### src/design/chp_pkg.sv
// shared constants, types and helper functions of the chroma histogram posterior unit
package chp_pkg;

    localparam int MAX_CB_BINS = 32;
    localparam int MAX_CR_BINS = 32;
    localparam int COUNT_BITS  = 32;
    localparam int HIST_DEPTH  = MAX_CB_BINS * MAX_CR_BINS;
    localparam int ADDR_W      = $clog2(HIST_DEPTH);
    localparam int BINS_W      = 6;
    localparam int BIN_W       = 5;
    localparam int POST_W      = 17;
    localparam int DIV_STEPS   = 17;
    localparam int DCNT_W      = 5;

    localparam logic [0:0] REG_CB_BINS = 1'd0;
    localparam logic [0:0] REG_CR_BINS = 1'd1;

    localparam logic [POST_W-1:0] POST_HALF = 17'd32768;

    typedef enum logic [11:0] {
        ST_CLEAR = 12'b0000_0000_0001,
        ST_IDLE  = 12'b0000_0000_0010,
        ST_CONV  = 12'b0000_0000_0100,
        ST_NUM   = 12'b0000_0000_1000,
        ST_QUO   = 12'b0000_0001_0000,
        ST_FIX   = 12'b0000_0010_0000,
        ST_IDX   = 12'b0000_0100_0000,
        ST_READ  = 12'b0000_1000_0000,
        ST_UPD   = 12'b0001_0000_0000,
        ST_SUM   = 12'b0010_0000_0000,
        ST_DIV   = 12'b0100_0000_0000,
        ST_OUT   = 12'b1000_0000_0000
    } chp_state_t;

    typedef struct packed {
        logic load_in;
        logic conv;
        logic num;
        logic quo;
        logic fix;
        logic idx;
        logic train_wr;
        logic mul;
        logic sum;
        logic div_step;
        logic clear_wr;
        logic out_load;
    } chp_cmd_t;

    typedef struct packed {
        logic clear_last;
        logic query;
        logic div_last;
    } chp_stat_t;

    function automatic logic [BINS_W-1:0] eff_bins(input logic [BINS_W-1:0] v,
                                                   input logic [BINS_W-1:0] maxv);
        if (v == '0) begin
            return BINS_W'(1);
        end else if (v > maxv) begin
            return maxv;
        end
        return v;
    endfunction

    function automatic logic [COUNT_BITS-1:0] sat_inc(input logic [COUNT_BITS-1:0] v);
        if (v == '1) begin
            return v;
        end
        return v + COUNT_BITS'(1);
    endfunction

endpackage

### src/design/chp_ctrl.sv
// controller state machine sequencing training, queries and the clearing pass
module chp_ctrl
    import chp_pkg::*;
(
    input  logic      aclk,
    input  logic      aresetn,
    input  logic      s_tvalid,
    output logic      s_tready,
    output logic      m_tvalid,
    input  logic      m_tready,
    input  chp_stat_t stat,
    output chp_cmd_t  cmd
);

    chp_state_t state_reg, state_next;
    logic       mvalid_reg, mvalid_next;

    always_ff @(posedge aclk) begin
        if (!aresetn) begin
            state_reg  <= ST_CLEAR;
            mvalid_reg <= 1'b0;
        end else begin
            state_reg  <= state_next;
            mvalid_reg <= mvalid_next;
        end
    end

    always_comb begin
        state_next  = state_reg;
        mvalid_next = mvalid_reg;
        cmd         = '0;
        if (mvalid_reg && m_tready) begin
            mvalid_next = 1'b0;
        end
        unique case (state_reg)
            ST_CLEAR: begin
                cmd.clear_wr = 1'b1;
                if (stat.clear_last) begin
                    state_next = ST_IDLE;
                end
            end
            ST_IDLE: begin
                if (s_tvalid) begin
                    cmd.load_in = 1'b1;
                    state_next  = ST_CONV;
                end
            end
            ST_CONV: begin
                cmd.conv   = 1'b1;
                state_next = ST_NUM;
            end
            ST_NUM: begin
                cmd.num    = 1'b1;
                state_next = ST_QUO;
            end
            ST_QUO: begin
                cmd.quo    = 1'b1;
                state_next = ST_FIX;
            end
            ST_FIX: begin
                cmd.fix    = 1'b1;
                state_next = ST_IDX;
            end
            ST_IDX: begin
                cmd.idx    = 1'b1;
                state_next = ST_READ;
            end
            ST_READ: begin
                state_next = ST_UPD;
            end
            ST_UPD: begin
                if (stat.query) begin
                    cmd.mul    = 1'b1;
                    state_next = ST_SUM;
                end else begin
                    cmd.train_wr = 1'b1;
                    state_next   = ST_IDLE;
                end
            end
            ST_SUM: begin
                cmd.sum    = 1'b1;
                state_next = ST_DIV;
            end
            ST_DIV: begin
                cmd.div_step = 1'b1;
                if (stat.div_last) begin
                    state_next = ST_OUT;
                end
            end
            ST_OUT: begin
                if (!mvalid_reg || m_tready) begin
                    cmd.out_load = 1'b1;
                    mvalid_next  = 1'b1;
                    state_next   = ST_IDLE;
                end
            end
            default: begin
                state_next = ST_CLEAR;
            end
        endcase
    end

    assign s_tready = (state_reg == ST_IDLE);
    assign m_tvalid = mvalid_reg;

endmodule

### config.mk
export PLATFORM = sky130hd
export DESIGN_NAME = chp_ctrl
export DESIGN_NICKNAME = d
export VERILOG_FILES = /design/src/design/chp_pkg.sv /design/src/design/chp_ctrl.sv
export SDC_FILE = /design/constraint.sdc
export NUM_CORES = 1
export LEC_CHECK = 0
export BUFFER_PORTS_ARGS = -buffer_cell sky130_fd_sc_hd__buf_4
export CORE_UTILIZATION = 45
export CTS_BUF_LIST = sky130_fd_sc_hd__clkbuf_4 sky130_fd_sc_hd__clkbuf_8 sky130_fd_sc_hd__clkbuf_16
export DETAILED_ROUTE_END_ITERATION = 10
export PLACE_DENSITY = 0.77
export SYNTH_ARGS = -nofsm -noshare
export SYNTH_HDL_FRONTEND = slang
export SYNTH_SLANG_ARGS = --single-unit
### constraint.sdc
create_clock -name aclk -period 2.4 [get_ports aclk]
set_input_delay 0.48 -clock aclk [delete_from_list [all_inputs] [get_ports aclk]]
set_output_delay 0.48 -clock aclk [all_outputs]
set_load 0.005 [all_outputs]
After elaboration in Yosys (flattened, before gate mapping)
Index checks and enable logic that the tools add are counted.
- $add $sub $neg: 0
- $mul: 0
- div/mod/pow operators: 0
- magnitude comparators: 0
- eq/ne operators: 16
- shift-type cells: 0
- muxes and demuxes: 24
- bitwise logic cells: 0
- reductions and logical operators: 4
- operator list (cell ; count):
    one-hot mux 12 bit (12 select lines) ; 1
    2-to-1 mux 12 bit ; 4
    2-to-1 mux 1 bit ; 17
    equality test 12 x 1 -> 1 bit (second input constant) ; 1
    equality test 12 x 10 -> 1 bit (second input constant) ; 1
    equality test 12 x 11 -> 1 bit (second input constant) ; 1
    equality test 12 bit (second input constant) ; 1
    equality test 12 x 2 -> 1 bit (second input constant) ; 1
    equality test 12 x 3 -> 1 bit (second input constant) ; 1
    equality test 12 x 4 -> 1 bit (second input constant) ; 1
    equality test 12 x 5 -> 1 bit (second input constant) ; 1
    equality test 12 x 6 -> 1 bit (second input constant) ; 1
    equality test 12 x 7 -> 1 bit (second input constant) ; 1
    equality test 12 x 8 -> 1 bit (second input constant) ; 1
    equality test 12 x 9 -> 1 bit (second input constant) ; 1
    2-to-1 mux 10 bit ; 1
    inequality test 2 bit (second input constant) ; 4
    AND reduction 4 bit ; 1
    2-to-1 mux 2 bit ; 1
    logical AND 1 bit ; 1
    logical NOT 1 bit ; 1
    logical OR 1 bit ; 1
- register bits after elaboration: 13
- bits in latches: 0
- bits in writable memories: 0
- bits in read-only memories: 0
- output and inout bits: 14
- word-level logic and storage cells: 46
- memories: 0

Logic depth before layout (Yosys ltp)
- word-level depth: 4
- mapped depth: 6
- depth with buffers taken out: 5

Least setup slack after synthesis
OpenSTA, ideal clock, no wires.
- kind: register to output
- from: register state_reg[0]
- to: output port cmd[5] in the netlist's numbering
- data arrival time: 1.840 ns
- data required time: 1.920 ns
- path slack: 0.080 ns
- stages on the path, launching flop included: 6
- buffers on the path: 1
- path through: dfxtp_1 buf_6 or4_4 or3_1 or4_4 inv_1
- RTL lines (item ; line ; RTL):
    start: declaration ; chp_ctrl.sv:15 ; chp_state_t state_reg, state_next;
    start signal: assignment ; chp_ctrl.sv:23 ; state_reg <= state_next;
    end: declaration ; chp_ctrl.sv:12 ; output chp_cmd_t cmd

==> results by group <==
Synth
  – Cell variety after synth: 33
  – Most used DFF post-synth: dfxtp_1
  – Post-synthesis cell area: slightly above 800 um^2
  – Post-synthesis cell count: 100
  – Synth async-reset ratio: 0
  – Top cells by area, synth: dfxtp_1 32%, nor4_1 5.4%, nor2_1 4.2%
  – Syn. warnings: 0
  – Simple-gate share of the synthesized area: 0.483
  – Sequential area share after synthesis: 0.321
  – Syn nets: 107
  – Adder-Cell Fraction of Synth Area: 0
  – #FFs+latches synth: 13
  – Post-Synth XOR/XNOR Area: 0.0432
  – Synth area leader: dfxtp_1
  – Number of synthesized flops with an enable pin: 0
  – Largest family of logic cells by synthesized area: simple AND/OR/NAND/NOR gates
  – Syn Area/Cell: 8.11 um^2
  – Post-synth top area share: 0.321
  – Synth Area in Compound Gates: 0.0787
  – Post-synthesis mux area share: 0

Cells and area
  – Fraction of final layout cells with drive strength greater than 1: 0.444
  – Nets: approximately 140
  – Most frequent cells in the layout: 34 x buf_4, 8 x nor2_1
  – Register Area: 272 um^2
  – Area Overhead vs Synth: 46.3%
  – Non-Filler Instances: 159
  – Max reg flops: 12
  – Multi-input combinational cell area: 542 um^2
  – Fillers: 120
  – Antenna cells: 0
  – Final core occ: 0.744
  – Leading cell type in the layout, fill and taps excluded: buf_4

Floorplanning
  – Die width: 44.4 um
  – DIE HEIGHT: around 44 um
  – Num ports: 21
  – Site Rows: 14
  – Initial Util: 0.509
  – Die area: 0.00198 mm^2
  – Core Area: 0.00159 mm^2

Placed design
  – Dpl cells: 150
  – Dpl hpwl: 1600 um
  – DP Worst Slack: 64.4 ps
  – # port buffers: 20
  – Placer congestion estimate: between 0.8 and 0.9

Worst hold path
  – Hold Path Class: input pin to flop
  – Worst Hold End: state_reg[0]$_SDFFE_PN1P_
  – Hold path startpoint: aresetn
  – Worst Hold Depth: 2

Clocking
  – TritonCTS clock tree: yes
  – Num CTS Buffers: 3
  – Num Clock Sinks: 13
  – Clk Latency, worst-skew pair: 280 ps
  – Clk pin slew, worst setup/hold paths: roughly 80 ps
  – Post-cts hold buffer count: 0
  – Htree depth: 1
  – Clk buf depth: 2
  – Clock root buffer: clkbuf_4

STA
  – Max Freq: about 0.38 GHz
  – Final Hold Slack: 452 ps
  – Final WS setup: -216 ps
  – Setup violators final: 3
  – Unrepaired setup endpoints after global routing: true
  – Final Skew: 10.8 ps
  – Final hold viol count: 0
  – Slew margin rel.: 0.718
  – Max-slew violation count: 0
  – Crit share post-route: 1.09
  – Slew @ Worst Pin: roughly 420 ps
  – Crit path time final: 2620 ps

Run
  – Total of max-cap violations: 0

Critical path
  – CP endpoint kind: primary output
  – FF-to-FF Start: state_reg[3]$_SDFFE_PN0P_
  – R2R setup slack: 350 ps
  – CP delay by family, top: simple AND/OR/NAND/NOR gates
  – Worst Setup Start Kind: flop
  – Kind of critical path: flop to primary output
  – CP Cell Sequence: or4_4, or3_1, or4_4, inv_2, buf_6
  – CP max stage delay: around 540 ps
  – Worst reg2reg path depth: 5
  – Largest fanout on the critical path: 3
  – Crit path top cell by count: or4_4
  – RR Endpoint: state_reg[1]$_SDFFE_PN0P_
  – Stages on worst setup path: 5
  – Worst path arrival time: between 2000 and 2500 ps
  – Crit path buffers/inverters: 2
  – Crit path max-delay cell type: or4_4
  – Required @ worst endpoint: 1920 ps

Global routing
  – Pin count of the biggest net entering global routing: 9
  – Total track usage: 0.253
  – Antenna violations before repair: 0
  – Global-route wire length before repair: between 3000 and 4000 um
  – Congestion Overflow GR: 0
  – Vias in the first global route: 860

Pwr
  – LEAKAGE: between 0.0005 and 0.0006 uW
  – Switching part of the total power: 0.334
  – Clock network power share: 0.236
  – Seq pwr share: 0.391
  – Pwr per Cell Area: 496 mW/mm^2
  – Comb pwr share: 0.373
  – Pint: 392 uW
  – Net Sw Power: 197 uW
  – Peak supply drop: 372 uV

Route
  – DRC: 0
  – Drt wl/cell: 14.0 um
  – Drt pass-1 iters: 4
  – DRT Wirelength: 2220 um
  – Via density: ~5.7
  – Initial DRC Count: between 40 and 50
  – Vias: 903
  – Post-DRT Antenna Nets: 0

Run status
  – Outcome: finished, violations left
  – Failing checks: negative setup slack
[per-layer routing]
layer / wire length, um / global-route usage / share of wire
met1: 972 / 0.342 / 0.44
met2: 1050 / 0.406 / 0.47
met3: 159 / 0.0449 / 0.072
met4: 38 / 0.0848 / 0.017
met5: 0 / 0 / 0
[worst max-delay path by stage]
| stage | startpoint | end | slack (ps) |
|---|---|---|---|
| after floorplan | state_reg[0]$_SDFFE_PN1P_ | cmd[5] | 80 |
| after global placement | state_reg[0]$_SDFFE_PN1P_ | cmd[5] | 100 |
| after detailed placement | state_reg[0]$_SDFFE_PN1P_ | cmd[5] | 60 |
| after CTS | state_reg[6]$_SDFFE_PN0P_ | cmd[5] | -220 |
| after global routing | state_reg[3]$_SDFFE_PN0P_ | cmd[5] | -260 |
| final | state_reg[3]$_SDFFE_PN0P_ | cmd[5] | -220 |
[power by group through the flow]
stage	Clock [uW]	Sequential, uW	Combinational, uW
finish	139	230	220
global route	149	232	237
CTS	137	230	211
detailed placement	0	236	192
global placement	0	235	191
floorplan	0	233	140
[final cells by class]
class,count,area share
multi-input combinational,74,0.457
timing repair buffer,37,0.244
clock buffer,3,0.0190
tap,24,0.0253
clock inverter,1,0.00422
inverter,7,0.0222
sequential,13,0.229
[through the flow]
stage	total power (uW)	setup TNS (ps)	instance area [um^2]
2_1_floorplan	373	0	811
3_3_place_gp	427	0	1050
3_5_place_dp	429	0	1050
4_1_cts	579	-383	1150
5_1_grt	619	-553	1190
6_report	589	-372	1190
[cell families after synthesis]
kind of cell,count (synthesis)
DFF,13
AOI/OAI and AO/OA,10
xor gates and xnor gates,4
buffers and inverters,13
and+or+nand+nor,60
[Yosys cell counts (all sizes together) (2+ instances only)]
library cell and count:
nor3 4, clkbuf 3, nor2 9, xnor2 2
nor4b 3, or3 3, buf 3, nand2 3
a21boi 2, nand3 3, and2 2, nand4 5
nand2b 4, and4b 2, o21ai 3, nor2b 4
dfxtp 13, nor3b 4, inv 7, a21oi 2
xor2 2, nor4 7, or4 4
[what timing repair did]
action | in CTS | in global routing
gates resized for setup | 11 | 10
pin swaps | 6 | 8
setup buffers | 4 | 1
gates cloned | 0 | 0
endpoints found under the setup margin | 10 | 9
Power figures use the tool's default switching activity.
